### src/hw/rtl/assert_macros.svh
// Assertion macros for the RTL files of the mouse packet framer.
`ifndef ASSERT_MACROS_SVH
`define ASSERT_MACROS_SVH
`ifndef SYNTHESIS
`define MPF_ASSERT(lbl, prop) \
	lbl: assert property (@(posedge clk) disable iff (!arst_n) prop) \
		else $error("assertion failed");
`define MPF_ASSERT_NEVER(lbl, expr) \
	`MPF_ASSERT(lbl, !(expr))
`else
`define MPF_ASSERT(lbl, prop)
`define MPF_ASSERT_NEVER(lbl, expr)
`endif
`endif

### src/hw/rtl/mpf_pkg.sv
// Widths and codes shared by the mouse packet framer files.
package mpf_pkg;

	localparam int BYTE_W  = 8;
	localparam int COUNT_W = 6;
	localparam int SYNC_BIT = 3;

	localparam logic REQ_BYTE = 1'b0;
	localparam logic REQ_READ = 1'b1;

	localparam logic STATUS_OK    = 1'b0;
	localparam logic STATUS_EMPTY = 1'b1;

endpackage

### src/hw/rtl/mpf_req_if.sv
// Request channel of the mouse packet framer: mouse bytes and read requests.
interface mpf_req_if;
	logic                          valid;
	logic                          ready;
	logic                          req_type;
	logic [mpf_pkg::BYTE_W-1:0]    mouse_byte;
	logic [mpf_pkg::COUNT_W-1:0]   read_count;

	modport source (output valid, output req_type, output mouse_byte, output read_count,
		input ready);
	modport sink (input valid, input req_type, input mouse_byte, input read_count,
		output ready);
endinterface

### src/hw/rtl/mpf_rsp_if.sv
// Result channel of the mouse packet framer: bytes drained from the queue.
interface mpf_rsp_if;
	logic                          valid;
	logic                          ready;
	logic [mpf_pkg::BYTE_W-1:0]    out_byte;
	logic                          status;
	logic                          last;

	modport source (output valid, output out_byte, output status, output last,
		input ready);
	modport sink (input valid, input out_byte, input status, input last,
		output ready);
endinterface

### src/hw/rtl/mpf_ring.sv
// Byte queue storage: one write port and one registered read port.
module mpf_ring #(
	parameter int DEPTH  = 49,
	parameter int ADDR_W = 6
) (
	input  logic                        clk,
	input  logic                        wr_en,
	input  logic [ADDR_W-1:0]           wr_addr,
	input  logic [mpf_pkg::BYTE_W-1:0]  wr_data,
	input  logic                        rd_en,
	input  logic [ADDR_W-1:0]           rd_addr,
	output logic [mpf_pkg::BYTE_W-1:0]  rd_data
);

	logic [mpf_pkg::BYTE_W-1:0] mem [DEPTH];

	always_ff @(posedge clk) begin
		if (wr_en) begin
			mem[wr_addr] <= wr_data;
		end
	end

	always_ff @(posedge clk) begin
		if (rd_en) begin
			rd_data <= mem[rd_addr];
		end
	end

endmodule

### src/hw/rtl/mouse_packet_framer_fifo_unit.sv
// Mouse packet framer with an overwriting byte queue of 3*PACKETS_HELD+1 slots.
// A mouse byte is accepted while idle; the third byte of a packet then starts a push,
// since the single ring write port stores the three packet bytes one per cycle.
// A read of up to n bytes issues one ring read per cycle unless the output stalls;
// results pass the ring and output registers; new requests wait for its last read.
// Reset clears the packet position, both queue pointers and all valid flags.
`include "assert_macros.svh"

module mouse_packet_framer_fifo_unit #(
	parameter int PACKETS_HELD = 16
) (
	input  logic       clk,
	input  logic       arst_n,
	mpf_req_if.sink    req,
	mpf_rsp_if.source  rsp
);

	localparam int RING_SLOTS = 3 * PACKETS_HELD + 1;
	localparam int ADDR_W = $clog2(RING_SLOTS);
	localparam logic [ADDR_W-1:0] LAST_SLOT = ADDR_W'(RING_SLOTS - 1);

	localparam logic [1:0] ST_IDLE = 2'd0;
	localparam logic [1:0] ST_PUSH = 2'd1;
	localparam logic [1:0] ST_READ = 2'd2;

	localparam int BW = mpf_pkg::BYTE_W;
	localparam int CW = mpf_pkg::COUNT_W;

	function automatic logic [ADDR_W-1:0] next_slot(input logic [ADDR_W-1:0] p);
		return (p == LAST_SLOT) ? '0 : p + ADDR_W'(1);
	endfunction

	logic [1:0]        state_q;
	logic [1:0]        pos_q;
	logic [1:0]        push_cnt_q;
	logic [ADDR_W-1:0] wp_q;
	logic [ADDR_W-1:0] rp_q;
	logic [CW-1:0]     rem_q;
	logic              empty_q;
	logic [BW-1:0]     held0_q;
	logic [BW-1:0]     held1_q;
	logic [BW-1:0]     tail_q;

	logic              inflight_s1;
	logic              status_s1;
	logic              last_s1;
	logic [BW-1:0]     ring_byte_s1;

	logic              out_v_q;
	logic [BW-1:0]     out_byte_q;
	logic              out_status_q;
	logic              out_last_q;
	logic              skid_v_q;
	logic [BW-1:0]     skid_byte_q;
	logic              skid_status_q;
	logic              skid_last_q;

	logic              req_fire;
	logic              out_free;
	logic              issue;
	logic              issue_last;
	logic [ADDR_W-1:0] rp_next;
	logic [ADDR_W-1:0] wp_next;
	logic [BW-1:0]     push_data;
	logic [BW-1:0]     land_byte;
	logic              wr_en;
	logic              rd_en;

	assign req.ready = (state_q == ST_IDLE);
	assign req_fire  = req.valid && req.ready;
	assign out_free  = !out_v_q || rsp.ready;
	assign issue     = (state_q == ST_READ) && !skid_v_q &&
		!(inflight_s1 && out_v_q && !rsp.ready);
	assign rp_next    = next_slot(rp_q);
	assign wp_next    = next_slot(wp_q);
	assign issue_last = empty_q || (rem_q == CW'(1)) || (rp_next == wp_q);
	assign land_byte  = (status_s1 == mpf_pkg::STATUS_EMPTY) ? '0 : ring_byte_s1;
	assign wr_en      = (state_q == ST_PUSH);
	assign rd_en      = issue && !empty_q;

	always_comb begin
		case (push_cnt_q)
			2'd0:    push_data = held0_q;
			2'd1:    push_data = held1_q;
			default: push_data = tail_q;
		endcase
	end

	mpf_ring #(
		.DEPTH  (RING_SLOTS),
		.ADDR_W (ADDR_W)
	) u_ring (
		.clk     (clk),
		.wr_en   (wr_en),
		.wr_addr (wp_q),
		.wr_data (push_data),
		.rd_en   (rd_en),
		.rd_addr (rp_q),
		.rd_data (ring_byte_s1)
	);

	// Pushes and reads never overlap: the sequencer runs one of them at a time.
	always_ff @(posedge clk or negedge arst_n) begin
		if (!arst_n) begin
			state_q     <= ST_IDLE;
			pos_q       <= 2'd0;
			push_cnt_q  <= 2'd0;
			wp_q        <= '0;
			rp_q        <= '0;
			rem_q       <= '0;
			empty_q     <= 1'b0;
			inflight_s1 <= 1'b0;
		end else begin
			inflight_s1 <= issue;
			unique case (state_q)
				ST_IDLE: begin
					if (req_fire) begin
						if (req.req_type == mpf_pkg::REQ_READ) begin
							state_q <= ST_READ;
							rem_q   <= (req.read_count == '0) ? CW'(1) : req.read_count;
							empty_q <= (rp_q == wp_q);
						end else begin
							case (pos_q)
								2'd1: pos_q <= 2'd2;
								2'd2: begin
									pos_q      <= 2'd0;
									push_cnt_q <= 2'd0;
									state_q    <= ST_PUSH;
								end
								default: pos_q <= req.mouse_byte[mpf_pkg::SYNC_BIT] ? 2'd1 : 2'd0;
							endcase
						end
					end
				end
				ST_PUSH: begin
					wp_q <= wp_next;
					if (wp_next == rp_q) begin
						rp_q <= rp_next;
					end
					push_cnt_q <= push_cnt_q + 2'd1;
					if (push_cnt_q == 2'd2) begin
						state_q <= ST_IDLE;
					end
				end
				ST_READ: begin
					if (issue) begin
						if (!empty_q) begin
							rp_q <= rp_next;
						end
						rem_q <= rem_q - CW'(1);
						if (issue_last) begin
							state_q <= ST_IDLE;
						end
					end
				end
				default: state_q <= ST_IDLE;
			endcase
		end
	end

	always_ff @(posedge clk) begin
		if (req_fire && req.req_type == mpf_pkg::REQ_BYTE) begin
			if (pos_q == 2'd1) begin
				held1_q <= req.mouse_byte;
			end else if (pos_q == 2'd2) begin
				tail_q <= req.mouse_byte;
			end else begin
				held0_q <= req.mouse_byte;
			end
		end
		if (issue) begin
			status_s1 <= empty_q ? mpf_pkg::STATUS_EMPTY : mpf_pkg::STATUS_OK;
			last_s1   <= issue_last;
		end
	end

	always_ff @(posedge clk or negedge arst_n) begin
		if (!arst_n) begin
			out_v_q  <= 1'b0;
			skid_v_q <= 1'b0;
		end else begin
			if (out_free) begin
				if (skid_v_q) begin
					out_v_q  <= 1'b1;
					skid_v_q <= 1'b0;
				end else begin
					out_v_q <= inflight_s1;
				end
			end else if (inflight_s1) begin
				skid_v_q <= 1'b1;
			end
		end
	end

	always_ff @(posedge clk) begin
		if (out_free) begin
			if (skid_v_q) begin
				out_byte_q   <= skid_byte_q;
				out_status_q <= skid_status_q;
				out_last_q   <= skid_last_q;
			end else begin
				out_byte_q   <= land_byte;
				out_status_q <= status_s1;
				out_last_q   <= last_s1;
			end
		end else if (inflight_s1) begin
			skid_byte_q   <= land_byte;
			skid_status_q <= status_s1;
			skid_last_q   <= last_s1;
		end
	end

	assign rsp.valid    = out_v_q;
	assign rsp.out_byte = out_byte_q;
	assign rsp.status   = out_status_q;
	assign rsp.last     = out_last_q;

	`MPF_ASSERT(skid_needs_out, skid_v_q |-> out_v_q)
	`MPF_ASSERT(landing_skid_free, inflight_s1 |-> !skid_v_q)
	`MPF_ASSERT_NEVER(empty_not_final, rsp.valid && rsp.status && (!rsp.last || rsp.out_byte != '0))
	`MPF_ASSERT_NEVER(read_during_push, rd_en && wr_en)

endmodule
### src/flat_wrapper.sv
// flat-port wrapper written by rule: the top's interface ports become plain ports
module mouse_packet_framer_fifo_unit_flat 
#(
	parameter int PACKETS_HELD = 16
)
  (clk, arst_n, req_valid, req_req_type, req_mouse_byte, req_read_count, req_ready, rsp_valid, rsp_out_byte, rsp_status, rsp_last, rsp_ready);
  mpf_req_if req_i ();
  mpf_rsp_if rsp_i ();
  input  logic clk;
  input  logic arst_n;
  input wire logic [$bits(req_i.valid)-1:0] req_valid;
  input wire logic [$bits(req_i.req_type)-1:0] req_req_type;
  input wire logic [$bits(req_i.mouse_byte)-1:0] req_mouse_byte;
  input wire logic [$bits(req_i.read_count)-1:0] req_read_count;
  output wire logic [$bits(req_i.ready)-1:0] req_ready;
  output wire logic [$bits(rsp_i.valid)-1:0] rsp_valid;
  output wire logic [$bits(rsp_i.out_byte)-1:0] rsp_out_byte;
  output wire logic [$bits(rsp_i.status)-1:0] rsp_status;
  output wire logic [$bits(rsp_i.last)-1:0] rsp_last;
  input wire logic [$bits(rsp_i.ready)-1:0] rsp_ready;
  assign req_i.valid = req_valid;
  assign req_i.req_type = req_req_type;
  assign req_i.mouse_byte = req_mouse_byte;
  assign req_i.read_count = req_read_count;
  assign req_ready = req_i.ready;
  assign rsp_valid = rsp_i.valid;
  assign rsp_out_byte = rsp_i.out_byte;
  assign rsp_status = rsp_i.status;
  assign rsp_last = rsp_i.last;
  assign rsp_i.ready = rsp_ready;
  mouse_packet_framer_fifo_unit #(.PACKETS_HELD(PACKETS_HELD)) u_core (.clk(clk), .arst_n(arst_n), .req(req_i), .rsp(rsp_i));
endmodule
### config.mk
export PLATFORM = sky130hd
export DESIGN_NAME = mouse_packet_framer_fifo_unit_flat
export DESIGN_NICKNAME = d
export VERILOG_FILES = /design/src/hw/rtl/mpf_pkg.sv /design/src/hw/rtl/mpf_req_if.sv /design/src/hw/rtl/mpf_rsp_if.sv /design/src/hw/rtl/mpf_ring.sv /design/src/hw/rtl/mouse_packet_framer_fifo_unit.sv /design/src/flat_wrapper.sv
export VERILOG_INCLUDE_DIRS = /design/src /design/src/hw/rtl
export SDC_FILE = /design/constraint.sdc
export NUM_CORES = 1
export LEC_CHECK = 0
export ABC_AREA = 1
export BUFFER_PORTS_ARGS = -buffer_cell sky130_fd_sc_hd__buf_2
export CAP_MARGIN = 10
export CORE_AREA = 2 2 184 186
export CTS_CLUSTER_SIZE = 20
export DETAILED_ROUTE_END_ITERATION = 10
export DIE_AREA = 0 0 186 188
export HOLD_SLACK_MARGIN = 0.06
export MAX_ROUTING_LAYER = met4
export PLACE_DENSITY_LB_ADDON = 0.05
export RECOVER_POWER = 25
export SLEW_MARGIN = 40
export SYNTH_ARGS = -nofsm -noshare
export SYNTH_HDL_FRONTEND = slang
export SYNTH_SLANG_ARGS = --single-unit
### constraint.sdc
create_clock -name clk -period 3.95 [get_ports clk]
set_clock_uncertainty 0.15 [all_clocks]
set_input_delay 0 -clock clk [delete_from_list [all_inputs] [get_ports clk]]
set_output_delay 0 -clock clk [all_outputs]
set_load 0.05 [all_outputs]
==> results of run 1 <==
[stage by stage]
stage / instances / hold WS (ns) / area (µm²) / util
final: 2117 / 0.130 / 21800 / 0.659
after global routing: 2117 / 0.142 / 21800 / 0.659
after CTS: 2117 / 0.112 / 21900 / 0.661
after detailed placement: 2003 / -0.0778 / 20100 / 0.606
after global placement: 2003 / -0.0869 / 20100 / 0.606
after floorplan: 1595 / -0.446 / 19500 / -
[worst register-to-register path, stage by stage, from the launching register on]
cell	delay [ns]
dfrtp_1	0.39
nand2_1	0.07
nor2_1	0.04
clkbuf_1	0.30
o21ai_0	0.37
o21ai_1	0.19
nor2_1	0.42
o311ai_1	0.20
dlygate4sd3_1	0.61
o21ai_1	0.08
dlygate4sd3_1	0.57
[cells in the final DEF, fill, tap and decap left out, types with 12 or more instances in the layout]
cell type / instances
buf_4: 18
nand4_1: 12
inv_1: 47
o211ai_1: 83
o21ai_1: 57
o21ai_0: 160
clkbuf_16: 49
edfxtp_1: 446
clkbuf_1: 29
o221ai_1: 14
nand3_1: 69
nor2_1: 311
dlygate4sd3_1: 31
buf_2: 17
nand2_1: 164
o22ai_1: 40
ha_1: 12
dfrtp_1: 26
[power groups by stage]
stage                     Combinational, mW  Sequential (mW)  Clock, mW
final                                  5.63             7.04       4.35
after global routing                   6.21             7.08       4.60
after CTS                              5.70             7.02       4.41
after detailed placement               5.64             7.12          0
after global placement                 5.56             7.12          0
after floorplan                        3.55             7.15          0
[sequential cells by signal (all words and copies together) (netlist names), 2 cells and up]
name	flops
u_core.u_ring.mem	392
u_core.held0_q	8
u_core.held1_q	8
u_core.rsp.out_byte	8
u_core.skid_byte_q	8
u_core.tail_q	8
u_core.u_ring.rd_data	8
u_core.rem_q	6
u_core.rp_q	6
u_core.wp_q	6
u_core.pos_q	2
u_core.push_cnt_q	2
u_core.state_q	2
[final timing paths]
check | start | to | slack, ns | cells after the start
min in group asynchronous | arst_n | u_core.rem_q[1]$_DFFE_PN0P_ | 0.84 | 4
max in group asynchronous | arst_n | u_core.rp_q[1]$_DFFE_PN0P_ | 1.69 | 4
min | req_req_type | u_core.state_q[0]$_DFFE_PN0P_ | 0.13 | 5
max reg2reg | u_core.rsp.valid$_DFFE_PN0N_ | u_core.rem_q[0]$_DFFE_PN0P_ | 0.50 | 10
min reg2reg | u_core.last_s1$_DFFE_PP_ | u_core.skid_last_q$_DFFE_PP_ | 0.33 | 0
max | u_core.rsp.valid$_DFFE_PN0N_ | u_core.rem_q[0]$_DFFE_PN0P_ | 0.50 | 10
[synthesized netlist by cell type (2+ instances only)]
cell      count  area, µm²
or2_2         7       43.8
buf_4         6       45.0
clkbuf_1     54        203
nand2_1     167        627
a211oi_1      2       15.0
o21ai_1      62        310
a21oi_1       2       10.0
o22ai_1      40        250
nor2_1      311       1170
nor3_1        4       20.0
xor2_1        4       35.0
xnor2_1       6       52.6
a22oi_1       8       60.1
buf_1         2       7.51
buf_6         3       33.8
dfrtp_1      28        701
ha_1         12        150
nand4_1      12       75.1
o211ai_1     83        623
o21ai_0     155        776
inv_1        45        169
o221ai_1     14        123
inv_2        11       41.3
edfxtp_1    446      13400
nand3_1      69        345
buf_2        31        155
[layout make-up]
cell class | instances | area (µm²) | area share
clock buffers | 63 | 1290 | 0.0590
flip-flops and latches | 474 | 14100 | 0.646
well taps | 448 | 561 | 0.0257
multi-input cells | 967 | 4780 | 0.219
clock inverters | 19 | 193 | 0.00883
inverters | 58 | 223 | 0.0102
repair buffers | 88 | 687 | 0.0315
[layer usage]
layer | global-route usage | part of all wire | vias up
met5 | - | 0 | -
met4 | 0.0866 | 0.029 | 0
met3 | 0.0464 | 0.069 | 83
met2 | 0.420 | 0.47 | 482
met1 | 0.399 | 0.44 | 6146
li1 | - | - | 5886
[kinds of logic (layout without fill, tap and decap cells)]
| kind of cell | count (synthesis) | count (layout) | synth area share |
|---|---|---|---|
| AOI/OAI and AO/OA | 370 | 370 | 0.113 |
| adders and majority gates | 12 | 12 | 0.00769 |
| and+or+nand+nor | 575 | 575 | 0.119 |
| DFF | 474 | 474 | 0.722 |
| buffers and inverters | 154 | 228 | 0.0340 |
| xor gates and xnor gates | 10 | 10 | 0.00449 |
==> reports/metrics.yaml, run 1 <==
timing:
  fin_ws_ns: 0.496
  setup_tns_ns: 0
  period_share: 0.874
  max_freq_ghz: 0.290
  final_hold_viol_count: 0
  worstMarginPinSlew_ns: 1.58
  post-route-min-period_ns: 3.45
  rsz0062_at_grt: "false"
  max_slew_margin: -0.0544
  timing.final.setup_violations: 0
  slew_viol_final: 29
clocking:
  cts_resized: 0
  hold_buffers: 32
  clk_latency_ns: 0.56
  clkTransAtPathRegs_ns: 0.06
  cts.path.max_buffers: 3
  cts.sinks: 474
  clockRootBuffer: "clkbuf_16"
  numCtsBuffers: 47
  cts_setup_buffers: 0
  cts_tree: "built"
  htree_levels: 2
finish:
  layout-drive-gt1-share: 0.0767
  syn2layout_area_growth_pct: 11.8
  antenna_cells: 0
  fill_cells: 2523
  nets: 1667
critical_path:
  critPathLaunchType: "flop"
  cp-end-kind: "flop"
  cpPeakStageDelay_ns: 0.61
  required_ns: 4.30
  cp_max_fo: 12
  critPathBufInv: 3
  arrival_ns: 3.80
  cp_slowest_cell: "dlygate4sd3_1"
  worstSetupPathType: "reg2reg"
  path_delay_family: "buffers and inverters"
  worstPathCellList: "nand2_1 -> nor2_1 -> clkbuf_1 -> o21ai_0 -> o21ai_1 -> nor2_1 -> o311ai_1 -> dlygate4sd3_1 -> o21ai_1 -> dlygate4sd3_1"
place:
  hpwlAfterDp_um: 27300
  gp_congestion: 0.862
  dpl_worst_slack_ns: 0.974
  io_buffers: 30
power_and_ir_drop:
  ir_drop_mv: 0.766
  p_total_mw: 17.0
  p_per_area_nw_per_um2: 779
  seqPwrFrac: 0.414
  p_sw_frac: 0.371
  power.share.combinational: 0.331
  p_clk_frac: 0.255
  p_int_mw: 10.7
  p_sw_mw: 6.31
  p_leak_nw: 7.46
grt:
  grt_antenna_before_repair: 0
  track_usage: 0.280
  grt_pass1_vias: 12072
  grt_pass1_wl_um: 71400
  grt_max_degree: 136
  grt-ovfl-total: 0
yosys:
  synth-seq-cells: 474
  synth_edf_count: 446
  async_reset_ff_frac: 0.0591
  synth_warnings: 0
  synth_nets: 1626
  ys_seq_area_frac: 0.722
  ys.flop_type: "edfxtp_1"
  netlist_area_um2: 19500
  synth_cell_types: 37
  syn_inst: 1595
  syn-mean-instance-area_um2: 12.2
drt:
  ant_nets: 0
  finalWirelength_um: 46200
  wl_per_cell_um: 21.8
  first_pass_iters: 7
  vias: 12597
  viasPerCell: 5.95
  drc_errors: 0
  initialDrtViolationCount: 1213
job:
  drv_cap: 1
die:
  die_area_um2: 35000
  die_x_um: 186
  io_pins: 31
  start_util: 0.589
  num_rows: 67
  core_area_um2: 33100
  die_y_um: 188
hold_path:
  min_path_type: "in2reg"
status:
  failed_checks: "max-capacitance violations, max-slew violations"
  status: "complete, but fails checks"
Note: power is estimated with default switching activity, not from simulation.
==> inputs of run 2 (changes only) <==
--- a/config.mk
+++ b/config.mk
@@ -9,14 +9,14 @@
 export ABC_AREA = 1
 export BUFFER_PORTS_ARGS = -buffer_cell sky130_fd_sc_hd__buf_2
 export CAP_MARGIN = 10
-export CORE_AREA = 2 2 184 186
+export CORE_AREA = 10 10 192 194
 export CTS_CLUSTER_SIZE = 20
 export DETAILED_ROUTE_END_ITERATION = 10
-export DIE_AREA = 0 0 186 188
+export DIE_AREA = 0 0 202 204
 export HOLD_SLACK_MARGIN = 0.06
 export MAX_ROUTING_LAYER = met4
 export PLACE_DENSITY_LB_ADDON = 0.05
-export RECOVER_POWER = 25
+export RECOVER_POWER = 100
 export SLEW_MARGIN = 40
 export SYNTH_ARGS = -nofsm -noshare
 export SYNTH_HDL_FRONTEND = slang
==> reports/metrics.yaml, run 2 (same netlist as run 1, synthesis figures left out) <==
hold_path:
  min_path_type: "in2reg"
  holdPathStages: 2  # -3
timing:
  final_hold_viol_count: 0  # unchanged
  period_share: 0.845  # -0.0290
  setup_tns_ns: 0  # unchanged
  timing.final.setup_violations: 0  # unchanged
  slew_viol_final: 29  # unchanged
  rsz0062_at_grt: "false"
  max_slew_margin: -0.0881  # -0.0337
  worstMarginPinSlew_ns: 1.63  # +0.0505 ns
  post-route-min-period_ns: 3.34  # -0.114 ns
  max_freq_ghz: 0.299  # +3.4%
clocking:
  clockRootBuffer: "clkbuf_16"
  clk_latency_ns: 0.55  # about the same
  cts.sinks: 474  # unchanged
  cts.path.max_buffers: 3  # unchanged
  htree_levels: 2  # unchanged
  clkTransAtPathRegs_ns: 0.06  # about the same
  cts_tree: "built"
  numCtsBuffers: 46  # -2.1%
  cts_resized: 0  # unchanged
grt:
  grt_antenna_before_repair: 0  # unchanged
  grt_pass1_vias: 11992  # -0.66%
  grt_max_degree: 121  # -11%
  grt_pass1_wl_um: 70500  # -1.3%
  track_usage: 0.226  # -0.0543
  grt-ovfl-total: 0  # unchanged
drt:
  wl_per_cell_um: 21.6  # -0.82%
  viasPerCell: 5.94  # -0.25%
  initialDrtViolationCount: 1127  # -7.1%
  ant_nets: 0  # unchanged
  vias: 12506  # -0.72%
  finalWirelength_um: 45600  # -1.3%
  first_pass_iters: 6  # -1
  drc_errors: 0  # unchanged
die:
  num_rows: 67  # unchanged
  die_x_um: 202  # +8.6%
  die_area_um2: 41200  # +18%
  core_area_um2: 33100  # unchanged
  die_y_um: 204  # +8.5%
  start_util: 0.589  # unchanged
  io_pins: 31  # unchanged
critical_path:
  arrival_ns: 3.42  # -0.38 ns
  cpPeakStageDelay_ns: 0.79  # +0.18 ns
  cp_slowest_cell: "clkbuf_2"
  worstSetupPathType: "reg2reg"
  worstPathCellList: "inv_1 -> ha_1 -> nor2_1 -> a22oi_1 -> nand2_1 -> clkbuf_2"
  cp-end-kind: "flop"
  r2r_cells: 6  # -4
  critPathLaunchType: "flop"
  required_ns: 4.03  # -0.27 ns
  cp_max_fo: 35  # +23
job:
  drv_cap: 1  # unchanged
finish:
  top_register: "u_core.u_ring.mem"
  instances_no_fill: 2107  # -0.47%
  syn2layout_area_growth_pct: 10.5
  postLayoutCoreUtil: 0.651  # -0.00809
  final_common_cell: "edfxtp_1"
  final_cell_mix: "edfxtp_1 (446), nor2_1 (312), o21ai_0 (164), nand2_1 (164), o211ai_1 (83)"
  nets: 1658  # -0.54%
  antenna_cells: 0  # unchanged
  layout-drive-gt1-share: 0.0675  # -0.00918
  largest_reg_flops: 392  # unchanged
power_and_ir_drop:
  p_total_mw: 16.5  # -3.0%
  p_per_area_nw_per_um2: 766  # -1.8%
  p_leak_nw: 7.33  # -1.7%
  ir_drop_mv: 0.564  # -26%
status:
  failed_checks: "max-capacitance violations, max-slew violations"
  status: "complete, but fails checks"
place:
  hpwlAfterDp_um: 27700  # +1.4%
  gp_congestion: 0.887  # +2.9%
  io_buffers: 30  # unchanged
  place_inst: 2001  # -0.10%
## run 2: cell types whose count changed in the layout (fill, tap and decap cells not counted), moves of 4 or more
| cell | before | now |
|---|---|---|
| dlygate4sd3_1 | 31 | 25 |
| buf_2 | 17 | 13 |
| o21ai_0 | 160 | 164 |
| o21ai_1 | 57 | 53 |
| buf_4 | 18 | 13 |
| clkinv_1 | 9 | 15 |
| clkbuf_1 | 29 | 33 |
## run 2: layer usage
layer | up-vias | track usage | share of wire
li1 | 5875 | - | -
met2 | 377 | 0.348 | 0.47
met1 | 6167 | 0.307 | 0.45
met4 | 0 | 0.0808 | 0.035
met5 | - | - | 0
met3 | 87 | 0.0296 | 0.051
## run 2: layout make-up
class,count,area [µm²]
fillers,2537,11600
clock inverters,21,116
well taps,448,561
inverters,58,223
multi-input cells,967,4760
clock buffers,59,1220
flip-flops and latches,474,14100
repair buffers,80,579
## run 2: metrics by stage
step | hold slack [ns] | worst slack, ns | instance area [µm²]
after CTS | 0.0635 | 0.905 | 21700
after global routing | 0.138 | 0.384 | 21600
after global placement | -0.0759 | 0.979 | 20100
after floorplan | -0.446 | 1.67 | 19500
after detailed placement | -0.0697 | 0.904 | 20100
final | 0.115 | 0.610 | 21600
## run 2: where the power goes
group          internal (mW)  switching, mW  total [mW]
registers               6.75          0.332        7.09
logic                   1.36           4.10        5.46
clock network           2.23           1.73        3.96
## run 2: path summary, 6_finish.rpt
check / startpoint / to / slack [ns]
setup / recovery: u_core.push_cnt_q[0]$_DFFE_PN0P_ / u_core.u_ring.mem[15][3]$_DFFE_PP_ / 0.61
hold / removal: req_mouse_byte[6] / u_core.held1_q[6]$_DFFE_PP_ / 0.12
setup reg to reg: u_core.push_cnt_q[0]$_DFFE_PN0P_ / u_core.u_ring.mem[15][3]$_DFFE_PP_ / 0.61
hold reg to reg: u_core.last_s1$_DFFE_PP_ / u_core.skid_last_q$_DFFE_PP_ / 0.32
max in group asynchronous: arst_n / u_core.rp_q[0]$_DFFE_PN0P_ / 1.50
min in group asynchronous: arst_n / u_core.wp_q[3]$_DFFE_PN0P_ / 0.98
## run 2: repair_timing
action                                  CTS  global route
buffers inserted                          0             0
hold buffers                             26             0
endpoints found under the hold margin   114             0
endpoints found under the setup margin    0             0
## run 2: worst max-delay path: cells and delay by family (launching register included)
kind	cells	cell delay, ns
adders and majority gates	1	0.33
AOI/OAI and AO/OA	1	0.13
and+or+nand+nor	2	1.15
DFF	1	0.37
buffers and inverters	2	0.87
